$ cat config.mk
export PLATFORM = sky130hd
export DESIGN_NAME = sync_framed_crc8_receiver
export DESIGN_NICKNAME = d
export VERILOG_FILES = /design/src/hw/rtl/scfr_pkg.sv /design/src/hw/rtl/scfr_framer.sv /design/src/hw/rtl/sync_framed_crc8_receiver.sv
export VERILOG_INCLUDE_DIRS = /design/src /design/src/hw/rtl
export SDC_FILE = /design/constraint.sdc
export NUM_CORES = 1
export LEC_CHECK = 0
export ABC_CLOCK_PERIOD_IN_PS = 2000
export BUFFER_PORTS_ARGS = -buffer_cell sky130_fd_sc_hd__clkbuf_2
export CAP_MARGIN = 20
export CORE_ASPECT_RATIO = 0.5
export CORE_UTILIZATION = 27
export CTS_BUF_LIST = sky130_fd_sc_hd__clkbuf_4
export CTS_CLUSTER_SIZE = 25
export DETAILED_ROUTE_END_ITERATION = 8
export PLACE_DENSITY = 0.48
export SYNTH_ARGS = -nofsm -noshare
export SYNTH_HDL_FRONTEND = slang
export SYNTH_SLANG_ARGS = --single-unit
$ cat constraint.sdc
create_clock -name clk_i -period 2 [get_ports clk_i]
set_input_delay 0.4 -clock clk_i [delete_from_list [all_inputs] [get_ports clk_i]]
set_output_delay 0.4 -clock clk_i [all_outputs]
set_load 0.01 [all_outputs]
$ cat src/hw/rtl/sync_framed_crc8_receiver_assert.svh
// Assertion macros shared by the receiver RTL.
// SCFR_ASSERT is qualified by reset; SCFR_ASSERT_ALWAYS is checked in reset too.
`ifndef SYNC_FRAMED_CRC8_RECEIVER_ASSERT_SVH
`define SYNC_FRAMED_CRC8_RECEIVER_ASSERT_SVH

`ifndef SYNTHESIS
`define SCFR_ASSERT(lbl, prop, msg) \
  lbl: assert property (@(posedge clk_i) disable iff (!rst_ni) (prop)) else $error(msg);
`define SCFR_ASSERT_ALWAYS(lbl, prop, msg) \
  lbl: assert property (@(posedge clk_i) (prop)) else $error(msg);
`else
`define SCFR_ASSERT(lbl, prop, msg)
`define SCFR_ASSERT_ALWAYS(lbl, prop, msg)
`endif

`endif

$ cat src/hw/rtl/scfr_pkg.sv
`timescale 1ns / 1ps
`default_nettype none

package scfr_pkg;

  localparam int BYTE_W = 8;
  localparam int IDX_W  = 4;
  localparam int CFG_W  = 32;

  localparam int SYNC_BYTES_DEF = 4;
  localparam int DATA_BYTES_DEF = 14;

  // Reflected CRC-8, Dallas/Maxim polynomial
  localparam logic [BYTE_W-1:0] CRC_POLY = 8'h8C;

  typedef struct packed {
    logic              valid;
    logic [BYTE_W-1:0] msg_byte;
    logic [IDX_W-1:0]  byte_index;
    logic              last_byte;
    logic              crc_ok;
  } scfr_res_t;

  function automatic logic [BYTE_W-1:0] crc8_update(input logic [BYTE_W-1:0] crc,
                                                    input logic [BYTE_W-1:0] data);
    logic [BYTE_W-1:0] c;
    c = crc ^ data;
    for (int b = 0; b < BYTE_W; b++) begin
      if (c[0]) begin
        c = (c >> 1) ^ CRC_POLY;
      end else begin
        c = c >> 1;
      end
    end
    return c;
  endfunction

endpackage

`default_nettype wire

$ cat src/hw/rtl/scfr_framer.sv
`timescale 1ns / 1ps
`default_nettype none
`include "sync_framed_crc8_receiver_assert.svh"

module scfr_framer #(
  parameter int SYNC_BYTES = scfr_pkg::SYNC_BYTES_DEF,
  parameter int DATA_BYTES = scfr_pkg::DATA_BYTES_DEF
) (
  input  wire logic                        clk_i,
  input  wire logic                        rst_ni,
  input  wire logic                        acc_i,
  input  wire logic [scfr_pkg::BYTE_W-1:0] rx_byte_i,
  input  wire logic [scfr_pkg::CFG_W-1:0]  pattern_i,
  output scfr_pkg::scfr_res_t              res_o
);
  import scfr_pkg::*;

  localparam int WIN_W   = BYTE_W * SYNC_BYTES;
  localparam int MSG_LEN = DATA_BYTES + 2;
  localparam int CNT_W   = $clog2(MSG_LEN);

  logic [WIN_W-1:0]  win_q, win_d, win_shift;
  logic              in_msg_q, in_msg_d;
  logic [CNT_W-1:0]  cnt_q, cnt_d;
  logic [BYTE_W-1:0] crc_q, crc_d;
  logic              is_last;
  logic [IDX_W+CNT_W-1:0] idx_ext;

  // newest byte enters at the top, oldest sits in the low byte
  if (SYNC_BYTES == 1) begin : g_win1
    assign win_shift = rx_byte_i;
  end else begin : g_winn
    assign win_shift = {rx_byte_i, win_q[WIN_W-1:BYTE_W]};
  end

  assign is_last = (cnt_q == CNT_W'(MSG_LEN - 1));
  assign idx_ext = {{IDX_W{1'b0}}, cnt_q};

  always_comb begin
    win_d    = win_q;
    in_msg_d = in_msg_q;
    cnt_d    = cnt_q;
    crc_d    = crc_q;

    res_o.valid      = acc_i & in_msg_q;
    res_o.msg_byte   = rx_byte_i;
    res_o.byte_index = idx_ext[IDX_W-1:0];
    res_o.last_byte  = is_last;
    res_o.crc_ok     = is_last && (rx_byte_i == crc_q);

    if (acc_i) begin
      if (!in_msg_q) begin
        win_d = win_shift;
        if (win_shift == pattern_i[WIN_W-1:0]) begin
          in_msg_d = 1'b1;
          cnt_d    = '0;
          crc_d    = '0;
          win_d    = '0;
        end
      end else if (is_last) begin
        in_msg_d = 1'b0;
        cnt_d    = '0;
        crc_d    = '0;
        win_d    = '0;
      end else begin
        crc_d = crc8_update(crc_q, rx_byte_i);
        cnt_d = cnt_q + 1'b1;
      end
    end
  end

  always_ff @(posedge clk_i or negedge rst_ni) begin
    if (!rst_ni) begin
      win_q    <= '0;
      in_msg_q <= 1'b0;
      cnt_q    <= '0;
      crc_q    <= '0;
    end else begin
      win_q    <= win_d;
      in_msg_q <= in_msg_d;
      cnt_q    <= cnt_d;
      crc_q    <= crc_d;
    end
  end

  `SCFR_ASSERT_ALWAYS(a_hunt_clean, !in_msg_q |-> (cnt_q == '0 && crc_q == '0), "hunt state dirty")
  `SCFR_ASSERT(a_msg_win_clear, in_msg_q |-> (win_q == '0), "window not cleared in message")
  `SCFR_ASSERT(a_last_ends, (acc_i && in_msg_q && is_last) |=> !in_msg_q, "message did not end")

endmodule

`default_nettype wire

$ cat src/hw/rtl/sync_framed_crc8_receiver.sv
`timescale 1ns / 1ps
`default_nettype none
`include "sync_framed_crc8_receiver_assert.svh"

// Sync-word framer with CRC-8 check. Bytes arrive on the rx channel one per request.
// While hunting, the last SYNC_BYTES bytes (oldest in the low byte) are compared with
// the low SYNC_BYTES bytes of sync_pattern; hunting bytes, including the one that
// completes the pattern, produce no output. The following DATA_BYTES+2 bytes are the
// message (command, data, CRC) and each is sent out with its index (low 4 bits of the
// position). The CRC byte carries last_byte=1 and crc_ok, the result of comparing it
// with a reflected CRC-8 (poly 0x8C, init 0) over the preceding message bytes. The
// window starts at zero after reset and after each sync or message end, so a pattern
// with zero low bytes may match early. Throughput is one byte per clock unless stalled:
// the window compare and a single-byte CRC update sit between the state registers, and
// one result register follows. A message byte is output in the cycle after acceptance.
// The input stalls only while the result register is full and the output is stalled.
// No clearing pass after reset. sync_pattern is written through cfg (always ready) and
// should change only while the block is idle; a change takes effect on the next hunt.
module sync_framed_crc8_receiver #(
  parameter int SYNC_BYTES = scfr_pkg::SYNC_BYTES_DEF,
  parameter int DATA_BYTES = scfr_pkg::DATA_BYTES_DEF
) (
  input  wire logic                        clk_i,
  input  wire logic                        rst_ni,
  // configuration write
  input  wire logic                        cfg_valid_i,
  output      logic                        cfg_ready_o,
  input  wire logic [scfr_pkg::CFG_W-1:0]  cfg_sync_pattern_i,
  // received bytes
  input  wire logic                        in_valid_i,
  output      logic                        in_stall_o,
  input  wire logic [scfr_pkg::BYTE_W-1:0] rx_byte_i,
  // message bytes
  output      logic                        out_valid_o,
  input  wire logic                        out_stall_i,
  output      logic [scfr_pkg::BYTE_W-1:0] msg_byte_o,
  output      logic [scfr_pkg::IDX_W-1:0]  byte_index_o,
  output      logic                        last_byte_o,
  output      logic                        crc_ok_o
);
  import scfr_pkg::*;

  logic [CFG_W-1:0]  pattern_q;
  logic              in_acc;
  scfr_res_t         res;

  logic              out_valid_q, out_valid_d;
  logic [BYTE_W-1:0] msg_byte_q;
  logic [IDX_W-1:0]  byte_index_q;
  logic              last_byte_q;
  logic              crc_ok_q;

  assign cfg_ready_o = 1'b1;

  // Result register can take a new byte unless it holds one that is stalled.
  assign in_stall_o = out_valid_q & out_stall_i;
  assign in_acc     = in_valid_i & ~in_stall_o;

  always_ff @(posedge clk_i or negedge rst_ni) begin
    if (!rst_ni) begin
      pattern_q <= '0;
    end else if (cfg_valid_i && cfg_ready_o) begin
      pattern_q <= cfg_sync_pattern_i;
    end
  end

  scfr_framer #(
    .SYNC_BYTES (SYNC_BYTES),
    .DATA_BYTES (DATA_BYTES)
  ) u_framer (
    .clk_i     (clk_i),
    .rst_ni    (rst_ni),
    .acc_i     (in_acc),
    .rx_byte_i (rx_byte_i),
    .pattern_i (pattern_q),
    .res_o     (res)
  );

  always_comb begin
    out_valid_d = out_valid_q;
    if (in_acc) begin
      out_valid_d = res.valid;
    end else if (!out_stall_i) begin
      out_valid_d = 1'b0;
    end
  end

  always_ff @(posedge clk_i or negedge rst_ni) begin
    if (!rst_ni) begin
      out_valid_q <= 1'b0;
    end else begin
      out_valid_q <= out_valid_d;
    end
  end

  // payload loads only with a fresh result
  always_ff @(posedge clk_i) begin
    if (in_acc && res.valid) begin
      msg_byte_q   <= res.msg_byte;
      byte_index_q <= res.byte_index;
      last_byte_q  <= res.last_byte;
      crc_ok_q     <= res.crc_ok;
    end
  end

  assign out_valid_o  = out_valid_q;
  assign msg_byte_o   = msg_byte_q;
  assign byte_index_o = byte_index_q;
  assign last_byte_o  = last_byte_q;
  assign crc_ok_o     = crc_ok_q;

  `SCFR_ASSERT(a_stall_needs_full, in_stall_o |-> out_valid_o, "input stalled while empty")
  `SCFR_ASSERT(a_drain, (out_valid_o && !out_stall_i && !in_acc) |=> !out_valid_o, "result repeated")
  `SCFR_ASSERT(a_rise_from_acc, $rose(out_valid_o) |-> $past(in_acc), "result without request")

endmodule

`default_nettype wire

Word-level counts from Yosys, hierarchy flattened --
Cells that the tools add are included.
Word-level totals: output and inout port bits 17, register bits 92, input port bits 45, logic and storage cells 77
Operators by class: $add $sub $neg 1, equal/unequal tests 5, reductions and logical operators 5, bitwise gates (word level) 13, mux-type cells 43
Operator list (number):
- $mux W8 | 32
- $mux W32 | 3
- $eq A32 B32 Y1 | 1
- $not A2 Y3 | 8
- $mux W4 | 3
- $eq A8 B8 Y1 | 1
- $xor A8 B8 Y8 | 1
- $mux W1 | 5
- $add A4 B1 Y4 const B | 1
- $eq A4 B4 Y1 const B | 1
- $reduce_and A2 Y1 | 2
- $and A1 B1 Y1 | 3
- $logic_and A1 B1 Y1 | 2
- $ne A2 B1 Y1 const B | 1
- $ne A2 B2 Y1 const B | 1
- $reduce_bool A2 Y1 | 1
- $not A1 Y1 | 1

Logic depth before layout (Yosys ltp) --
depth after elaboration 40, depth in mapped cells 7, mapped depth without buffers 6

Cells and area by module --
Synthesis repeated with hierarchy kept, for this count alone.
Unflattened totals: cells, all modules 337, area, all modules 4067.7 um^2
By module, submodules not included:
- scfr_framer | times used 1, cells each 247, area an instance 2239.6 um^2, seq. area each 925.9 um^2
- sync_framed_crc8_receiver | times used 1, cells each 90, area an instance 1828.0 um^2, seq. area each 1246.2 um^2

Worst setup path after synthesis --
No wires, ideal clock.
path type input -> register, from input rx_byte_i[0] (netlist bit), to register u_framer.crc_q[6], data arrival time 1.542 ns, required time 1.870 ns, slack 0.328 ns, library setup time 0.130 ns, stages on the path 5, buffers on the path 0, cell sequence xnor2_2 xor3_2 xor2_1 a22oi_1 o21ai_0
Between the ends: word-level cells in the longest chain between the ends 32, elaborated cells between the ends (all ways) 35, those cells by class eq/ne (1); mux (31); bitwise (1); reduce/logical (2)
Ends and longest elaborated chain:
- from (decl) | line sync_framed_crc8_receiver.sv:32 | input wire logic [scfr_pkg::BYTE_W-1:0] rx_byte_i,
- $xor A8 B8 Y8 | line scfr_pkg.sv:27 | c = crc ^ data;
- $mux W8 | line scfr_pkg.sv:29 | if (c[0]) begin
- $mux W8 | line scfr_framer.sv:60 | end else if (is_last) begin
- $mux W8 | line scfr_framer.sv:52 | if (!in_msg_q) begin
- $mux W8 | line scfr_framer.sv:51 | if (acc_i) begin
- $mux W8 | line scfr_pkg.sv:29
- $mux W8 | line scfr_framer.sv:60
- $mux W8 | line scfr_framer.sv:52
- (+16 left out)
- $mux W8 | line scfr_framer.sv:51
- $mux W8 | line scfr_pkg.sv:29
- $mux W8 | line scfr_framer.sv:60
- $mux W8 | line scfr_framer.sv:52
- $mux W8 | line scfr_framer.sv:51
- $mux W8 | line scfr_pkg.sv:29
- $mux W8 | line scfr_framer.sv:60
- $mux W8 | line scfr_framer.sv:52
- to (signal assigned) | line scfr_framer.sv:82 | crc_q <= crc_d;
- to (decl) | line scfr_framer.sv:25 | logic [BYTE_W-1:0] crc_q, crc_d;
Several ways; a longest one is shown, not always the timed one. The select of a mux whose other input is x is not followed. A chain may end at the register's enable or synchronous reset.

Final worst setup path --
from register u_framer.cnt_q[1], to register u_framer.crc_q[2]
Between the ends: word-level cells in the longest chain between the ends 3
Ends and longest elaborated chain:
- from (decl) | line scfr_framer.sv:24 | logic [CNT_W-1:0] cnt_q, cnt_d;
- from (signal assigned) | line scfr_framer.sv:81 | cnt_q <= cnt_d;
- $eq A4 B4 Y1 | line scfr_framer.sv:36 | assign is_last = (cnt_q == CNT_W'(MSG_LEN - 1));
- $mux W8 | line scfr_framer.sv:60
- $mux W8 | line scfr_framer.sv:52
No other way between the ends.

==> metrics.md <==
| Metric | Value |
|---|---|
| Cell variety after synth | `40` |
| Tcrit/Tclk final | `0.889` |
| FF+latch count, synth | `84` |
| Crit path kind | `reg2reg` |
| CTS resizes | `0` |
| CP max stage delay | `460 ps` |
| GP Congestion | `0.788` |
| Final wirelength | `8560 µm` |
| Row cnt | `30` |
| RSZ-0062 raised after global routing | `false` |
| Largest net degree at the start of global routing | `33` |
| Final Setup Violations | `0` |
| Initial antenna violation count | `0` |
| Crit path required time | `2350 ps` |
| Met2 WL post-DR | `3650 µm` |
| Core area | `13700 µm²` |
| Syn_nets | `374` |
| Syn avg cell area | `11.7 µm²` |
| Pint | `2370 µW` |
| Layout cells sized above 1 | `0.324` |
| Chip width | `170 µm` |
| Mapped Cells | `328` |
| Worst setup SP type | `flip-flop` |
| Mean number of vias per cell | `4.29` |
| TNS Setup | `0 ps` |
| Clock slew at reported path FFs | `150 ps` |
| Setup ws final | `221 ps` |
| Vias in the first global route | `2571` |
| H-tree depth | `3` |
| GR Overflow Total | `0` |
| CTS Sinks | `84` |
| Post-synthesis sequential area ratio | `0.568` |
| CTS Root Cell | `clkbuf_4` |
| Via Count | `2567` |
| Slew Limit Fails | `0` |
| Highest routed layer | `met4` |
| Tot GR Track Use | `0.130` |
| Residual DRC | `0` |
| Port-buffer cells | `60` |
| Flop2flop setup slack | `220 ps` |
| Fin crit period | `1780 ps` |
| Power share of the sequential group | `0.589` |
| Die height | `86.2 µm` |
| CTS Hold Bufs | `1` |
| Power Total | `3310 µW` |
| Die ar. | `14700 µm²` |
| Routed Antenna Nets | `0` |
| CP cell instances | `ha_1 -> nand3_1 -> and3_1 -> and2_1 -> mux2i_1 -> o211ai_1` |
| CTS tree | `built` |
| Largest area contributor in the synthesized netlist | `dfrtp_1` |
| Net Sw Power | `942 µW` |
| Worst Skew | `17.7 ps` |
| HPWL after detailed placement | `6230 µm` |
| Min-delay worst type | `in2reg` |
| CP Capture Type | `flip-flop` |
| Met1 wire length | `4450 µm` |
| Clk Latency, worst-skew pair | `450 ps` |
| Clk network pwr share | `0.268` |
| I/O Pins | `62` |
| First-pass GRT wire length | `14300 µm` |
| Diodes inserted | `0` |
| Layout area overhead | `20.5%` |
| CP max-delay cell | `dfrtp_1` |
| Iteration-0 DRC count of the detailed router | `112` |
| Setup Buffers After CTS | `0` |
| Final Hold Fails | `0` |
| Maximum clock rate | `562 MHz` |
| Total CTS buffers | `9` |
| CP max FO | `7` |
| Top cell type's share of synthesized area | `0.458` |
| 1st-pass router iterations | `4` |
| Final Net Count | `448` |
| Top post-synthesis cells by area | `dfrtp_1 46%, edfxtp_1 11%, mux2_2 9.4%` |
| Power Dens Cells | `718 nW/µm²` |
| Worst vdd ir | `0.211 mV` |
| Mapped Area | `3820 µm²` |
| Met3 routed WL | `383 µm` |
| Sw frac | `0.285` |
| Max Root-Sink Buffers | `2` |
| Status | `complete, no violations` |
| Logic pwr share | `0.143` |
| Worst hold margin | `163 ps` |
| Worst Setup Slack post-DPL | `88.0 ps` |
| Max_cap viols | `0` |
| Routed wire per std cell | `14.3 µm` |
| Synthesis Warnings | `0` |
| Data arrival, critical path | `2130 ps` |
| Starting density of the core | `0.279` |
| Static leakage | `0.00201 µW` |
[final timing paths]
| path | start | to | depth (start not counted) |
|---|---|---|---|
| max | u_framer.cnt_q[1]$_DFFE_PN0P_ | u_framer.crc_q[2]$_DFFE_PN0P_ | 6 |
| min | cfg_sync_pattern_i[7] | pattern_q[7]$_DFFE_PN0P_ | 2 |
| max reg2reg | u_framer.cnt_q[1]$_DFFE_PN0P_ | u_framer.crc_q[2]$_DFFE_PN0P_ | 6 |
| min reg2reg | u_framer.win_q[15]$_DFFE_PN0P_ | u_framer.win_q[15]$_DFFE_PN0P_ | 2 |
| max in group asynchronous | rst_ni | pattern_q[25]$_DFFE_PN0P_ | 3 |
| min in group asynchronous | rst_ni | u_framer.crc_q[2]$_DFFE_PN0P_ | 2 |
[layer usage]
metal | vias up | track usage
met4 | 0 | 0.0295
met2 | 42 | 0.187
met5 | - | 0
li1 | 1269 | -
met3 | 9 | 0.0411
met1 | 1247 | 0.187
[cells in the mapped netlist]
library cell and n:
edfxtp_1 14, a41o_1 1, xnor2_1 36, nand2b_1 1, mux2i_1 1, o21ai_1 3, or2_2 1, o211ai_1 1
and2_1 3, clkbuf_1 8, buf_2 1, o221ai_1 2, a41oi_1 1, a21boi_1 1, ha_1 1, nand2_1 55
a31oi_1 1, a21oi_2 1, o221ai_2 1, xnor2_2 2, a22o_1 1, and3_1 1, o21ai_0 27, nor2_1 3
a21oi_1 5, o211a_1 1, xor3_2 1, buf_1 3, nand3_1 5, nand4_1 7, clkbuf_2 2, mux2_2 32
dfrtp_1 70, a22oi_1 5, xor2_1 12, xor2_2 1, nor4_1 4, inv_1 10, conb_1 1, buf_4 2
[layout make-up]
type,count,area (µm²)
clock buffer,9,67.6
fill,1420,9090
clock inverter,7,50.0
timing repair buffer,79,495
tap,192,240
inverter,10,37.5
multi-input combinational,218,1540
sequential,84,2170
[power by group through the flow]
stage                     clock [µW]  sequential (µW)  combinational [µW]
after floorplan                    0             1960                 309
after global placement             0             1990                 479
after detailed placement           0             1990                 480
after CTS                        931             1950                 485
after global routing             993             1970                 533
final                            886             1950                 472
[worst max-delay path, delay by kind of cell (launching register included)]
kind / cells / cell delay [ps]
DFF: 1 / 460
muxes: 1 / 130
AOI/OAI and AO/OA: 1 / 110
adders and majority gates: 1 / 230
and+or+nand+nor: 3 / 750
[through the flow]
step	utilization	instance area, µm²	instances
2_1_floorplan	-	3820	328
3_3_place_gp	0.327	4480	582
3_5_place_dp	0.327	4480	582
4_1_cts	0.336	4610	599
5_1_grt	0.336	4610	599
6_report	0.336	4610	599
[layout by cell type (no fill, tap or decap), types with 3 or more instances in the layout]
master    count
dfrtp_1      70
clkbuf_2     59
nand2_1      55
xnor2_1      36
mux2_2       32
o21ai_0      27
edfxtp_1     14
buf_4        14
xor2_1       12
inv_1        10
clkbuf_4      9
nand4_1       7
nand3_1       5
a21oi_1       5
a22oi_1       5
nor4_1        4
buf_12        4
and2_1        3
nor2_1        3
o21ai_1       3
[state kept, by name, indices dropped and copies added (netlist names)]
name               cells
last_byte_o            1
u_framer.in_msg_q      1
u_framer.cnt_q         4
u_framer.crc_q         8
pattern_q             32
u_framer.win_q        24
crc_ok_o               1
byte_index_o           4
out_valid_o            1
msg_byte_o             8
[logic make-up after synthesis]
kind of cell               Yosys count  share of synthesized area
DFF                                 84                      0.568
and+or+nand+nor                     80                     0.0913
xor gates and xnor gates            52                      0.129
AOI/OAI and AO/OA                   51                     0.0818
muxes                               33                     0.0969
buffers and inverters               26                     0.0285
adders and majority gates            1                    0.00327
other                                1                   0.000981
Note: power is estimated with default switching activity, not from simulation.
